**config.mk**
```make
export PLATFORM = sky130hd
export DESIGN_NAME = servo_drive_power_sequencer_core
export DESIGN_NICKNAME = d
export VERILOG_FILES = /design/src/sv/spsq_pkg.sv /design/src/sv/spsq_csr.sv /design/src/sv/spsq_step.sv /design/src/sv/servo_drive_power_sequencer_core.sv
export SDC_FILE = /design/constraint.sdc
export NUM_CORES = 1
export LEC_CHECK = 0
export ABC_CLOCK_PERIOD_IN_PS = 6000
export BUFFER_PORTS_ARGS = -buffer_cell sky130_fd_sc_hd__buf_2
export CORE_AREA = 2 2 122 213
export DETAILED_ROUTE_END_ITERATION = 6
export DIE_AREA = 0 0 124 215
export PLACE_DENSITY = 0.85
export SKIP_CTS_REPAIR_TIMING = 1
export SYNTH_ARGS = -nofsm -noshare
export SYNTH_HDL_FRONTEND = slang
export SYNTH_SLANG_ARGS = --single-unit
```
**constraint.sdc**
```tcl
create_clock -name clock -period 6 [get_ports clock]
set_input_delay 0.6 -clock clock [delete_from_list [all_inputs] [get_ports clock]]
set_output_delay 0.6 -clock clock [all_outputs]
set_load 0.01 [all_outputs]
```
**src/sv/spsq_pkg.sv**
```systemverilog
// Package for the servo drive power sequencer: request, response, configuration
// and sequencer state types, control and status word constants and phase encoding.
// No dependencies.
package spsq_pkg;

   localparam int unsigned CSR_INDEX_W = 2;
   localparam int unsigned CSR_DATA_W = 32;

   localparam logic [CSR_INDEX_W-1:0] CSR_RESET_WAIT = 2'd0;
   localparam logic [CSR_INDEX_W-1:0] CSR_POS_STEP = 2'd1;
   localparam logic [CSR_INDEX_W-1:0] CSR_MODE_CODE = 2'd2;

   localparam logic [31:0] RESET_WAIT_DEFAULT = 32'd10000;
   localparam logic [30:0] POS_STEP_DEFAULT = 31'd20000;
   localparam logic signed [7:0] MODE_CODE_DEFAULT = 8'sd8;

   localparam logic [1:0] CMD_TICK = 2'd0;
   localparam logic [1:0] CMD_START = 2'd1;
   localparam logic [1:0] CMD_MOVE = 2'd2;

   localparam logic [15:0] CW_SHUTDOWN = 16'h0006;
   localparam logic [15:0] CW_SWITCH_ON = 16'h0007;
   localparam logic [15:0] CW_ENABLE = 16'h000F;
   localparam logic [15:0] CW_FAULT_RESET = 16'h0080;
   localparam logic [15:0] CW_SET_POINT = 16'h001F;

   localparam logic [15:0] SW_READY = 16'h0011;
   localparam logic [15:0] SW_ON = 16'h0037;
   localparam logic [15:0] SW_ACK = 16'h1000;
   localparam logic [15:0] SW_REACHED = 16'h0400;

   localparam logic [3:0] PH_CODE_IDLE = 4'd0;
   localparam logic [3:0] PH_CODE_START = 4'd1;
   localparam logic [3:0] PH_CODE_RESET = 4'd2;
   localparam logic [3:0] PH_CODE_PREPARE = 4'd3;
   localparam logic [3:0] PH_CODE_SWON = 4'd4;
   localparam logic [3:0] PH_CODE_ON = 4'd5;
   localparam logic [3:0] PH_CODE_SETMODE = 4'd6;
   localparam logic [3:0] PH_CODE_SETPOS = 4'd7;
   localparam logic [3:0] PH_CODE_MOVE = 4'd8;

   typedef enum logic [8:0] {
      PH_IDLE    = 9'b000000001,
      PH_START   = 9'b000000010,
      PH_RESET   = 9'b000000100,
      PH_PREPARE = 9'b000001000,
      PH_SWON    = 9'b000010000,
      PH_ON      = 9'b000100000,
      PH_SETMODE = 9'b001000000,
      PH_SETPOS  = 9'b010000000,
      PH_MOVE    = 9'b100000000
   } phase_type;

   typedef struct packed {
      logic [1:0]  cmd;
      logic [15:0] drive_status;
      logic [31:0] now_us;
   } req_type;

   typedef struct packed {
      logic [15:0]        drive_control;
      logic signed [31:0] drive_target;
      logic signed [7:0]  drive_mode;
      logic [3:0]         phase;
   } rsp_type;

   typedef struct packed {
      logic [31:0]       reset_wait_us;
      logic [30:0]       position_step;
      logic signed [7:0] cyclic_mode_code;
   } cfg_type;

   typedef struct packed {
      phase_type         seq_phase;
      logic [31:0]       start_stamp;
      logic [15:0]       held_control;
      logic [31:0]       held_target;
      logic signed [7:0] held_mode;
   } seq_state_type;

   function automatic logic [3:0] phase_code(input phase_type ph);
      logic [3:0] code;
      code = PH_CODE_IDLE;
      unique case (ph)
         PH_IDLE:    code = PH_CODE_IDLE;
         PH_START:   code = PH_CODE_START;
         PH_RESET:   code = PH_CODE_RESET;
         PH_PREPARE: code = PH_CODE_PREPARE;
         PH_SWON:    code = PH_CODE_SWON;
         PH_ON:      code = PH_CODE_ON;
         PH_SETMODE: code = PH_CODE_SETMODE;
         PH_SETPOS:  code = PH_CODE_SETPOS;
         PH_MOVE:    code = PH_CODE_MOVE;
         default:    code = PH_CODE_IDLE;
      endcase
      return code;
   endfunction

endpackage

```
**src/sv/spsq_csr.sv**
```systemverilog
// Configuration registers of the servo drive power sequencer.
// Depends on spsq_pkg.
module spsq_csr (
   input  logic                                clock,
   input  logic                                reset,
   input  logic                                csr_write_en,
   input  logic [spsq_pkg::CSR_INDEX_W-1:0]    csr_index,
   input  logic [spsq_pkg::CSR_DATA_W-1:0]     csr_wdata,
   output spsq_pkg::cfg_type                   cfg
);
   import spsq_pkg::*;

   cfg_type cfg_ff;
   cfg_type cfg_in;

   always_comb begin
      cfg_in = cfg_ff;
      if (csr_write_en) begin
         unique case (csr_index)
            CSR_RESET_WAIT: cfg_in.reset_wait_us = csr_wdata;
            CSR_POS_STEP:   cfg_in.position_step = csr_wdata[30:0];
            CSR_MODE_CODE:  cfg_in.cyclic_mode_code = csr_wdata[7:0];
            default:        cfg_in = cfg_ff;
         endcase
      end
   end

   always_ff @(posedge clock) begin
      if (reset) begin
         cfg_ff.reset_wait_us <= RESET_WAIT_DEFAULT;
         cfg_ff.position_step <= POS_STEP_DEFAULT;
         cfg_ff.cyclic_mode_code <= MODE_CODE_DEFAULT;
      end else begin
         cfg_ff <= cfg_in;
      end
   end

   assign cfg = cfg_ff;

endmodule

```
**src/sv/spsq_step.sv**
```systemverilog
// Next-state logic of the sequencer for one control cycle request.
// Depends on spsq_pkg.
module spsq_step (
   input  spsq_pkg::req_type        req,
   input  spsq_pkg::cfg_type        cfg,
   input  spsq_pkg::seq_state_type  cur,
   output spsq_pkg::seq_state_type  nxt
);
   import spsq_pkg::*;

   phase_type   entry_phase;
   logic [31:0] elapsed;

   assign elapsed = req.now_us - cur.start_stamp;

   always_comb begin
      priority if (req.cmd == CMD_START) begin
         entry_phase = PH_START;
      end else if (req.cmd == CMD_MOVE) begin
         entry_phase = PH_SETMODE;
      end else begin
         entry_phase = cur.seq_phase;
      end
   end

   always_comb begin
      nxt = cur;
      nxt.seq_phase = entry_phase;
      unique case (entry_phase)
         PH_START: begin
            nxt.start_stamp = req.now_us;
            nxt.held_control = CW_FAULT_RESET;
            nxt.seq_phase = PH_RESET;
         end
         PH_RESET: begin
            nxt.held_control = CW_SHUTDOWN;
            if (elapsed > cfg.reset_wait_us) begin
               nxt.seq_phase = PH_PREPARE;
            end
         end
         PH_PREPARE: begin
            nxt.held_control = CW_SWITCH_ON;
            if ((req.drive_status & SW_READY) == SW_READY) begin
               nxt.seq_phase = PH_SWON;
            end
         end
         PH_SWON: begin
            nxt.held_control = CW_ENABLE;
            if ((req.drive_status & SW_ON) == SW_ON) begin
               nxt.seq_phase = PH_ON;
            end
         end
         PH_ON: begin
            nxt.seq_phase = PH_IDLE;
         end
         PH_SETMODE: begin
            nxt.held_target = '0;
            nxt.held_mode = cfg.cyclic_mode_code;
            nxt.seq_phase = PH_SETPOS;
         end
         PH_SETPOS: begin
            nxt.held_target = cur.held_target + {1'b0, cfg.position_step};
            if ((req.drive_status & SW_ACK) != '0) begin
               nxt.seq_phase = PH_MOVE;
            end
         end
         PH_MOVE: begin
            nxt.held_control = CW_SET_POINT;
            if ((req.drive_status & SW_REACHED) != '0) begin
               nxt.held_control = CW_ENABLE;
               nxt.seq_phase = PH_SETPOS;
            end
         end
         default: begin
            nxt.seq_phase = entry_phase;
         end
      endcase
   end

endmodule

```
**src/sv/servo_drive_power_sequencer_core.sv**
```systemverilog
// Top level of the servo drive power sequencer: request register, sequencer
// state, response register and configuration. Depends on spsq_pkg, spsq_csr, spsq_step.
//
// One request is taken per clock unless the response side stalls, and every request yields exactly one response.
// A request is captured in the input register, the sequencer step is evaluated
// from that register and the response is loaded into the output register when
// the output register is free or being emptied. Throughput is one request per
// cycle as long as the response side keeps taking responses; a stall on the
// response side backs up through the two registers. Configuration
// registers take effect on the next request evaluated and should be written only
// while no request is in flight.
module servo_drive_power_sequencer_core (
   input  logic                              clock,
   input  logic                              reset,
   input  logic                              req_valid,
   output logic                              req_ready,
   input  spsq_pkg::req_type                 req_data,
   output logic                              rsp_valid,
   input  logic                              rsp_ready,
   output spsq_pkg::rsp_type                 rsp_data,
   input  logic                              csr_write_en,
   input  logic [spsq_pkg::CSR_INDEX_W-1:0]  csr_index,
   input  logic [spsq_pkg::CSR_DATA_W-1:0]   csr_wdata
);
   import spsq_pkg::*;

   cfg_type       cfg;
   req_type       req_ff;
   logic          req_valid_ff;
   logic          req_valid_in;
   seq_state_type state_ff;
   seq_state_type state_in;
   rsp_type       rsp_ff;
   rsp_type       rsp_in;
   logic          rsp_valid_ff;
   logic          rsp_valid_in;
   logic          advance;
   logic          take;

   spsq_csr u_csr (
      .clock        (clock),
      .reset        (reset),
      .csr_write_en (csr_write_en),
      .csr_index    (csr_index),
      .csr_wdata    (csr_wdata),
      .cfg          (cfg)
   );

   spsq_step u_step (
      .req (req_ff),
      .cfg (cfg),
      .cur (state_ff),
      .nxt (state_in)
   );

   assign advance = req_valid_ff && (!rsp_valid_ff || rsp_ready);
   assign req_ready = !req_valid_ff || advance;
   assign take = req_valid && req_ready;

   assign req_valid_in = take || (req_valid_ff && !advance);
   assign rsp_valid_in = advance || (rsp_valid_ff && !rsp_ready);

   always_comb begin
      rsp_in.drive_control = state_in.held_control;
      rsp_in.drive_target = state_in.held_target;
      rsp_in.drive_mode = state_in.held_mode;
      rsp_in.phase = phase_code(state_in.seq_phase);
   end

   always_ff @(posedge clock) begin
      if (reset) begin
         req_valid_ff <= 1'b0;
         rsp_valid_ff <= 1'b0;
         state_ff.seq_phase <= PH_IDLE;
         state_ff.start_stamp <= '0;
         state_ff.held_control <= '0;
         state_ff.held_target <= '0;
         state_ff.held_mode <= '0;
      end else begin
         req_valid_ff <= req_valid_in;
         rsp_valid_ff <= rsp_valid_in;
         if (advance) begin
            state_ff <= state_in;
         end
      end
   end

   always_ff @(posedge clock) begin
      if (take) begin
         req_ff <= req_data;
      end
      if (advance) begin
         rsp_ff <= rsp_in;
      end
   end

   assign rsp_valid = rsp_valid_ff;
   assign rsp_data = rsp_ff;

endmodule
```
# Word-level counts from Yosys, hierarchy flattened
# Cells that the tools add are included.
# totals
register_bits	277
elab_cells	72
# classes
addsub	2
order_cmp	1
eq_ne	22
reduce_logical	17
mux	13
# op_table
operator	count
16-bit case mux with 5 select lines	1
9-bit case mux with 8 select lines	1
32-bit case mux with 2 select lines	1
9-bit two-way mux	7
32-bit by 31-bit adder with 32-bit output	1
32-bit greater-than comparator	1
4-bit case mux with 8 select lines	1
32-bit subtractor	1
9-bit by 2-bit == test with 1-bit output, second input constant	2
9-bit by 3-bit == test with 1-bit output, second input constant	2
9-bit by 4-bit == test with 1-bit output, second input constant	2
9-bit by 5-bit == test with 1-bit output, second input constant	2
9-bit by 6-bit == test with 1-bit output, second input constant	2
9-bit by 7-bit == test with 1-bit output, second input constant	2
9-bit by 8-bit == test with 1-bit output, second input constant	2
9-bit == test, second input constant	2
8-bit two-way mux	1
2-bit AND reduction	4
2-bit == test, second input constant	3
5-bit == test, second input constant	1
5-bit two-way mux	1
2-bit by 1-bit == test with 1-bit output, second input constant	2
1-bit logical AND	4
1-bit zero test	4
2 further kinds	5

# Longest topological paths before layout
# Gate-level depths: netlist of the first run.
# logic_depth
ltp_word	7
ltp_mapped	23
ltp_nobuf	23

# By module
# From an unflattened synthesis of the first run, not the netlist that was laid out.
# hier_totals
hier_cells	1679
area_unflattened_um2	15439.8
# modules_own_cells
module	area_per_inst_um2	cells_each	n_inst
servo_drive_power_sequencer_core	7155.6	587	1
spsq_step	5338.9	814	1
spsq_csr	2945.3	278	1

# Least setup slack after synthesis of the first run
# OpenSTA, ideal clock, no wires.
# synth_path
path_type	register -> register
startpoint	register req_ff[0] (netlist bit)
endpoint	register rsp_ff, in the netlist rsp_data[2] (data pin)
stages_incl_launch_ff	24
arrival_ps	5266
path_slack_ps	469
path_cell_list	edfxtp_1 > inv_1 > ha_1 > inv_1 > fa_1 > a211oi_1 > o21ai_1 > a41oi_1 > a21oi_1 > o31a_1 > o31ai_1 > o31a_1 > nor4bb_1 > a311o_1 > ha_1 > nand4_2 > or4_4 > nor3_4 > a32oi_2 > a311oi_4 > o31ai_1 > and4b_1 > nand4_1 > nand3b_1
# synth_lines
element	line_no	source
from (decl)	servo_drive_power_sequencer_core.sv:28	req_type req_ff;
from (signal assigned)	servo_drive_power_sequencer_core.sv:90	req_ff <= req_data;
to (signal assigned)	servo_drive_power_sequencer_core.sv:93	rsp_ff <= rsp_in;
to (decl)	servo_drive_power_sequencer_core.sv:33	rsp_type rsp_ff;

==> impl_results.md, run 1 <==
- DPL Wire Length: 23.8 mm
- Yosys warns: 0
- Fraction of registers with async set/reset: 0
- Fin nets: 1,871
- Vias in the first global route: 11,300
- Die Span Y: 215 um
- Post-synth EDFFs: 101
- Switching power: 1.06 mW
- RR Endpoint: rsp_data[1]
- Worst setup SP type: flip-flop
- Slew Limit Fails: 0
- CTS tree: done
- Reg2Reg Depth: 25
- Setup_tns: 0 ns
- Crit Path Class: reg2reg
- Commonest cells after routing, fill and taps aside: 326 x nand2_1, 170 x dfxtp_1, 165 x a21oi_1
- Initial Util: 0.558
- Seq pwr share: 0.479
- Layout cells sized above 1: 0.141
- IO Pins: 151
- Reg2reg setup slack: 0.25 ns
- Period utilization: 0.959
- Cell Int Power: 3.16 mW
- Setup WS pre-CTS: 0.0590 ns
- Clock power frac: 0.391
- Total vias in the final route: 11,600
- H-tree depth: 1
- Final core occ: 0.635
- Reported max-cap violation count: 0
- Final setup fails: 0
- Synth Cell Area: 14,000 um^2
- DR pass1 iterations: 5
- Setup crit end: rsp_data[1]
- Status: finished clean
- Initial DRC count: 759
- Placed inst area: 14,900 um^2
- Yosys reg bits: 271
- R2r startpoint: req_ff[0]
- Pin count of the biggest net entering global routing: 80
- Hold Slack: 0.236 ns
- CTS root buffer: clkbuf_16
- Gp weighted congestion: 0.909
- Vias per cell: 5.73
- Peak supply drop: 0.242 mV
- Synth unique cells: 81
- CTS sink count: 271
- Fmax: 174 MHz
- Most common cell after layout, fill and taps aside: nand2_1
- Post-route cell area: 15,900 um^2
- TritonCTS buffer count: 24
- WL/cell: 16.2 um
- Cells after Synth: 1,568
- Synth Flop Type: dfxtp_1
- Slew HR: 0.165
- Layout Skew: 0.0122 ns
- Fin. Hold Viols: 0
- Placed Instances: 1,973
- Combinational Power Share: 0.130
- DRC violations left: 0
- Power per cell area: 265 nW/um^2
- Mapped Nets: 1,753
- Total power: 4.22 mW
- WL final: 32.7 mm
- Slew @ Worst Pin: 1.25 ns
- Clk slew on worst S/H paths: 0.07 ns
- Synth Area per Inst: 8.91 um^2
- LEAKAGE: 6.38 nW
- Count of input and output buffers: 141
- Crit path max fanout: 6
- Min Tclk post-route: 5.75 ns
- Finished Layout Cells: 2,024
- Area growth, synth to finish: 13.8%
- First-pass GRT wire length: 53.7 mm
- Worst Setup SP: req_ff[0]
- GRT overflow: 0
- Core ar.: 25,000 um^2
- Total global-route track usage: 0.249
- WP data required: 6.36 ns
- Critical Path Sink Type: flip-flop
- HP Class: in2reg
- Fillers: 2,091
- Die area: 26,700 um^2
- Initial antenna violation count: 5
- Die Wd: 124 um
- Crit path DAT: 6.12 ns
- Clk_lat worst skew: 0.53 ns
- Register area share after synthesis: 0.461
- Rows: 77
- Switching Fraction: 0.250
- Hold depth: 1
- Final setup margin: 0.249 ns
- Bufs on Longest Clock Path: 3
- Antenna viol nets, final: 0
-- area by class of cell --
| class | count | area (um^2) | area share |
|---|---|---|---|
| Multi-Input combinational cell | 1153 | 7060 | 0.444 |
| Sequential cell | 271 | 6440 | 0.405 |
| Timing Repair Buffer | 161 | 858 | 0.0540 |
| Clock buffer | 29 | 661 | 0.0416 |
| Tap cell | 316 | 395 | 0.0249 |
| Inverter | 75 | 283 | 0.0178 |
| Clock inverter | 15 | 186 | 0.0117 |
| Antenna cell | 4 | 10.0 | 0.000630 |
-- cell families after synthesis --
group / Yosys count / share of synthesized area
flip-flops: 271 / 0.461
multiplexers: 13 / 0.00932
AND/OR/NAND/NOR: 605 / 0.196
XOR/XNOR: 51 / 0.0320
buffers and inverters: 144 / 0.0396
adder cells (fa/ha/maj): 96 / 0.0871
AO/OA/AOI/OAI: 388 / 0.175
-- synth_stat cells, types with 12 or more instances --
library cell,number,area (um^2)
nand2_1,326,1220
inv_1,75,282
ha_1,94,1180
nor3_1,24,120
clkbuf_1,57,214
a21o_1,35,263
a21oi_1,165,826
xor2_1,15,131
nor2b_1,12,75.1
mux2i_1,13,130
and3_1,27,169
o21ai_0,65,325
o211ai_1,16,120
nand3_1,31,155
xnor2_1,36,315
nor2_1,110,413
edfxtp_1,101,3030
dfxtp_1,170,3400
-- layer usage --
| metal | share of wire | vias to the layer above | wire length, um | global-route usage |
|---|---|---|---|---|
| met5 | 0.00034 | - | 11 | 0 |
| met4 | 0.046 | 2 | 1510 | 0.122 |
| met3 | 0.048 | 105 | 1590 | 0.0273 |
| met2 | 0.52 | 337 | 17200 | 0.447 |
| met1 | 0.38 | 5394 | 12500 | 0.288 |
| li1 | - | 5769 | - | - |
-- worst min-delay path by stage --
stage	start	to	slack [ns]
finish	req_data[2]	req_ff[2]	0.24
global route	req_data[9]	req_ff[9]	0.22
CTS	req_data[10]	req_ff[10]	0.22
detailed placement	state_ff[64]	state_ff[64]	0.45
global placement	u_csr.cfg[51]	u_csr.cfg[51]	0.44
floorplan	state_ff[57]	state_ff[57]	0.44
-- power groups by stage --
| stage | Sequential, mW | Clock (mW) | Combinational [mW] |
|---|---|---|---|
| 5_1_grt | 2.03 | 1.75 | 0.615 |
| 4_1_cts | 2.02 | 1.68 | 0.538 |
| 3_5_place_dp | 2.06 | 0 | 0.534 |
| 3_3_place_gp | 2.06 | 0 | 0.516 |
| 6_report | 2.02 | 1.65 | 0.550 |
| 2_1_floorplan | 2.06 | 0 | 0.373 |
-- critical path, stage by stage, from the launching register on --
cell	delay (ns)
edfxtp_1	0.39
inv_1	0.07
ha_1	0.16
inv_1	0.06
fa_1	0.40
a211oi_2	0.35
o21ai_2	0.12
a41oi_2	0.20
buf_4	0.16
a21oi_1	0.09
o31a_1	0.29
o31ai_4	0.22
o31a_1	0.19
nor4bb_1	0.06
a311o_1	0.28
ha_1	0.30
nand4_2	0.11
or4_4	0.56
nand2b_4	0.17
a32oi_4	0.30
a311oi_4	0.07
buf_4	0.19
o41ai_4	0.34
and3_4	0.23
nand2_1	0.05
o31ai_1	0.22
-- sequential cells by signal, summed over array words and instances, names as in the netlist --
name	count
state_ff	97
u_csr.cfg	71
rsp_data	60
req_ff	41
req_valid_ff	1
rsp_valid	1
(Power assumes the default switching activity.)
==> inputs of run 2 (changes only) <==
- ABC_CLOCK_PERIOD_IN_PS: 6000 -> 7300
- clock period: 6 -> 7.3 ns (I/O delays scaled with it)
==> impl_results.md, run 2 (synthesis results as in run 1) <==
- Status: finished clean
- Crit path max fanout: 6 (unchanged)
- Hold Slack: 0.362 ns (+0.126 ns)
- Fin nets: 1,861 (-0.53%)
- Period utilization: 0.919 (-0.0395)
- CTS root buffer: clkbuf_16
- Count of input and output buffers: 141 (unchanged)
- Slew Limit Fails: 0 (unchanged)
- Crit path DAT: 7.00 ns (+0.88 ns)
- Area growth, synth to finish: 13.1%
- Initial Util: 0.558 (unchanged)
- CTS tree: done
- Bufs on Longest Clock Path: 3 (unchanged)
- Crit Path Class: reg2reg
- DPL Wire Length: 23.9 mm (+0.31%)
- Total vias in the final route: 11,600 (-0.22%)
- Clk slew on worst S/H paths: 0.07 ns (about the same)
- Clk_lat worst skew: 0.54 ns (about the same)
- Core ar.: 25,000 um^2 (unchanged)
- Reported max-cap violation count: 0 (unchanged)
- Layout Skew: 0.0155 ns (+0.00328 ns)
- Commonest cells after routing, fill and taps aside: 326 x nand2_1, 170 x dfxtp_1, 165 x a21oi_1
- WL/cell: 16.3 um (+0.86%)
- Slowest stage cell on the critical path: a2111oi_0
- Rows: 77 (unchanged)
- Slew HR: 0.135 (-0.0308)
- Reg2reg setup slack: 0.59 ns (+0.34 ns)
- Layout cells sized above 1: 0.133 (-0.00802)
- CTS sink count: 271 (unchanged)
- Initial DRC count: 759 (unchanged)
- Max incr delay on CP: 0.77 ns (+0.21 ns)
- Worst setup SP type: flip-flop
- H-tree depth: 1 (unchanged)
- Critical Path Sink Type: flip-flop
- First-pass GRT wire length: 53.7 mm (+0.13%)
- GRT overflow: 0 (unchanged)
- Die Span Y: 215 um (unchanged)
- Final setup fails: 0 (unchanged)
- Total power: 3.52 mW (-17%)
- CP Cell Sequence: inv_1 > ha_1 > inv_1 > fa_1 > a211oi_1 > o21ai_1 > a41oi_1 > a21oi_1 > o31a_1 > o31ai_1 > o31a_1 > nor4bb_1 > a311o_1 > ha_1 > nand4_2 > a21oi_1 > a2111oi_0 > a32oi_2 > a311oi_4 > nor3_2 > o21a_4 > xnor2_1 > o31ai_1
- DR pass1 iterations: 5 (unchanged)
- IO Pins: 151 (unchanged)
- Vias per cell: 5.76 (+0.37%)
- HP Class: in2reg
- Number of flip-flops in the largest register: 97 (unchanged)
- WP data required: 7.60 ns (+1.24 ns)
- Largest reg by FF count: state_ff
- LEAKAGE: 6.36 nW (-0.38%)
- TritonCTS buffer count: 24 (unchanged)
- Fin. Hold Viols: 0 (unchanged)
- Antenna viol nets, final: 0 (unchanged)
- Slew @ Worst Pin: 1.29 ns (+0.0460 ns)
- Pin count of the biggest net entering global routing: 92 (+15%)
- Gp weighted congestion: 0.934 (+2.8%)
- Power per cell area: 223 nW/um^2 (-16%)
- Most common cell after layout, fill and taps aside: nand2_1
- Setup_tns: 0 ns (unchanged)
- Vias in the first global route: 11,400 (+0.33%)
- RSZ-0062 raised after global routing: no
- DRC violations left: 0 (unchanged)
- Total global-route track usage: 0.250 (+0.000686)
- Fmax: 149 MHz (-14%)
- Initial antenna violation count: 3 (-2)
- Min Tclk post-route: 6.71 ns (+0.958 ns)
- Die Wd: 124 um (unchanged)
- Die area: 26,700 um^2 (unchanged)
- Peak supply drop: 0.230 mV (-4.9%)
- WL final: 32.8 mm (+0.27%)
## run 2: cell types whose count changed in the layout (fill, tap and decap cells not counted), sizes merged
cell	change
diode	-2
clkinv	-1
clkbuf	+3
inv	+1
clkinvlp	-3
buf	-10
## run 2: final cells by class
type / count / area (um^2)
multi-input combinational: 1153 / 6990
fill: 2131 / 9260
tap: 316 / 395
sequential: 271 / 6440
clock buffer: 32 / 714
antenna: 2 / 5.00
inverter: 75 / 283
clock inverter: 12 / 181
timing repair buffer: 151 / 783
## run 2: path summary, 6_finish.rpt
| path | startpoint | endpoint | cells past startpoint |
|---|---|---|---|
| worst max-delay path | req_ff[0] | rsp_data[1] | 23 |
| worst min-delay path | req_data[32] | req_ff[32] | 1 |
| worst max register to register | req_ff[0] | rsp_data[1] | 23 |
| worst min register to register | state_ff[62] | state_ff[62] | 2 |
## run 2: stage by stage
| step | setup slack [ns] | util | instances | area (um^2) |
|---|---|---|---|---|
| 6_report | 0.591 | 0.630 | 2012 | 15800 |
| 5_1_grt | 0.269 | 0.630 | 2012 | 15800 |
| 4_1_cts | 0.660 | 0.630 | 2010 | 15800 |
| 3_5_place_dp | 0.701 | 0.594 | 1966 | 14900 |
| 3_3_place_gp | 0.774 | 0.594 | 1966 | 14900 |
| 2_1_floorplan | 1.77 | - | 1568 | 14000 |
## run 2: power breakdown
part / internal, mW / switching, mW / leakage, nW / total (mW)
registers: 1.63 / 0.0321 / 2.34 / 1.66
clock network: 0.838 / 0.577 / 0.437 / 1.42
logic: 0.172 / 0.270 / 3.58 / 0.442
total: 2.64 / 0.879 / 6.36 / 3.52
## run 2: worst max-delay path, delay by kind of cell, from the launching register on
| family | cells | cell delay [ns] |
|---|---|---|
| and+or+nand+nor | 3 | 0.35 |
| xor gates and xnor gates | 1 | 0.12 |
| AOI/OAI and AO/OA | 14 | 4.59 |
| buffers and inverters | 2 | 0.14 |
| adders and majority gates | 3 | 0.89 |
| DFF | 1 | 0.38 |
## run 2: layer usage
layer  vias up  global-route usage  routed length (um)
li1       5730                   -                   -
met1      5407               0.279               12500
met2       351               0.459               17200
met3        91              0.0324                1660
met4         2               0.114                1460
met5         -                   0                  13
==> inputs of run 3 (changes only) <==
- GPL_TIMING_DRIVEN: not set -> 0
==> impl_results.md, run 3 (synthesis results as in run 1) <==
- Initial Util: 0.558 (unchanged)
- Die Span Y: 215 um (unchanged)
- Fmax: 146 MHz (-2.3%)
- Slew Limit Fails: 0 (unchanged)
- CP Cell Sequence: inv_1 > ha_1 > inv_1 > fa_1 > a211oi_1 > o21ai_1 > a41oi_1 > a21oi_1 > o31a_1 > o31ai_1 > o31a_1 > nor4bb_1 > a311o_1 > ha_1 > nand4_2 > or4_4 > nor3_4 > a32oi_2 > a311oi_4 > nor3_2 > o21a_4 > xnor2_1 > o31ai_2
- Bufs on Longest Clock Path: 3 (unchanged)
- Clk slew on worst S/H paths: 0.07 ns (about the same)
- Rows: 77 (unchanged)
- Status: finished clean
- Final core occ: 0.636 (+0.00579)
- GRT overflow: 0 (unchanged)
- Slowest stage cell on the critical path: or4_4
- Fin. Hold Viols: 0 (unchanged)
- CP top delay family: compound AO/OA/AOI/OAI gates
- DR pass1 iterations: 6 (+1)
- H-tree depth: 1 (unchanged)
- Most common cell after layout, fill and taps aside: nand2_1
- Total vias in the final route: 12,000 (+3.5%)
- LEAKAGE: 6.38 nW (+0.44%)
- Placed Instances: 2,026 (+3.1%)
- Slew @ Worst Pin: 1.28 ns (-0.0147 ns)
- Fillers: 2,175 (+2.1%)
- Max incr delay on CP: 0.59 ns (-0.18 ns)
- First-pass GRT wire length: 57.4 mm (+6.8%)
- CTS root buffer: clkbuf_16
- Critical path buffers and inverters: 2 (unchanged)
- Peak supply drop: 0.220 mV (-4.4%)
- Slew HR: 0.145 (+0.0106)
- Die area: 26,700 um^2 (unchanged)
- Number of flip-flops in the largest register: 97 (unchanged)
- IO Pins: 151 (unchanged)
- Initial DRC count: 714 (-5.9%)
- Die Wd: 124 um (unchanged)
- WP data required: 7.59 ns (about the same)
- Total global-route track usage: 0.272 (+0.0227)
- DPL Wire Length: 27.7 mm (+16%)
- Vias per cell: 5.79 (+0.54%)
- Area growth, synth to finish: 14.1%
- DRC violations left: 0 (unchanged)
- Setup_tns: 0 ns (unchanged)
- Crit path max fanout: 6 (unchanged)
- WL/cell: 17.3 um (+6.1%)
- Count of input and output buffers: 140 (-0.71%)
- Layout cells sized above 1: 0.123 (-0.0108)
- Clk_lat worst skew: 0.54 ns (about the same)
- Critical Path Sink Type: flip-flop
- CTS tree: done
- Total power: 3.44 mW (-2.3%)
- Finished Layout Cells: 2,072 (+3.0%)
- HP Class: in2reg
- Final setup fails: 0 (unchanged)
- Layout Skew: 0.0108 ns (-0.00474 ns)
- Gp weighted congestion: 0.998 (+6.8%)
- Antenna viol nets, final: 0 (unchanged)
- RSZ-0062 raised after global routing: no
- Pin count of the biggest net entering global routing: 45 (-51%)
- Period utilization: 0.941 (+0.0221)
- Crit Path Class: reg2reg
- Vias in the first global route: 11,900 (+4.2%)
- CTS sink count: 271 (unchanged)
- Power per cell area: 216 nW/um^2 (-3.2%)
- Largest reg by FF count: state_ff
- Crit path DAT: 7.16 ns (+0.16 ns)
- Fin nets: 1,921 (+3.2%)
- Commonest cells after routing, fill and taps aside: 326 x nand2_1, 170 x dfxtp_1, 165 x a21oi_1
- Core ar.: 25,000 um^2 (unchanged)
- WL final: 35.9 mm (+9.3%)
- TritonCTS buffer count: 24 (unchanged)
- Worst setup SP type: flip-flop
- Min Tclk post-route: 6.87 ns (+0.161 ns)
- Initial antenna violation count: 1 (-2)
- Reported max-cap violation count: 0 (unchanged)
- Reg2reg setup slack: 0.43 ns (-0.16 ns)
==> run 3: cell types whose count changed in the layout (fill, tap and decap cells not counted), sizes merged <==
cell      change
clkbuf       +59
buf           +3
bufinv        -2
clkinv        -1
clkinvlp      +1
==> run 3: per-stage QoR <==
step	instance area [um^2]	hold slack (ns)	worst slack, ns
after floorplan	14000	0.436	1.77
after global placement	15100	0.442	0.555
after detailed placement	15100	0.446	0.469
after CTS	15900	0.344	0.440
after global routing	15900	0.350	0.0994
final	15900	0.361	0.430
==> run 3: final timing paths <==
kind | start | end | cells past startpoint
worst max-delay path | req_ff[0] | rsp_data[1] | 23
worst max register to register | req_ff[0] | rsp_data[1] | 23
worst min-delay path | req_data[18] | req_ff[18] | 1
worst min register to register | state_ff[64] | state_ff[64] | 2
==> run 3: layout make-up <==
type	instances	area, um^2	share of cell area
clock buffer	34	711	0.0446
sequential	271	6440	0.404
buffer	69	273	0.0171
tap	316	395	0.0248
inverter	75	282	0.0177
multi-input combinational	1153	6980	0.438
clock inverter	10	109	0.00683
timing repair buffer	142	741	0.0465
antenna	2	5.00	0.000314
==> run 3: where the power goes <==
group,leakage (nW),internal [mW],switching (mW),total [mW]
Clock,0.401,0.753,0.567,1.32
Sequential,2.34,1.63,0.0326,1.66
Combinational,3.64,0.176,0.280,0.457
Total,6.38,2.56,0.880,3.44
==> run 3: layer usage <==
metal | part of all wire | routed length, um | up-vias | track usage
met5 | 0 | 0 | - | 0
met2 | 0.52 | 18500 | 401 | 0.495
li1 | - | - | 5854 | -
met4 | 0.075 | 2700 | 0 | 0.179
met1 | 0.35 | 12700 | 5584 | 0.285
met3 | 0.054 | 1950 | 152 | 0.0326
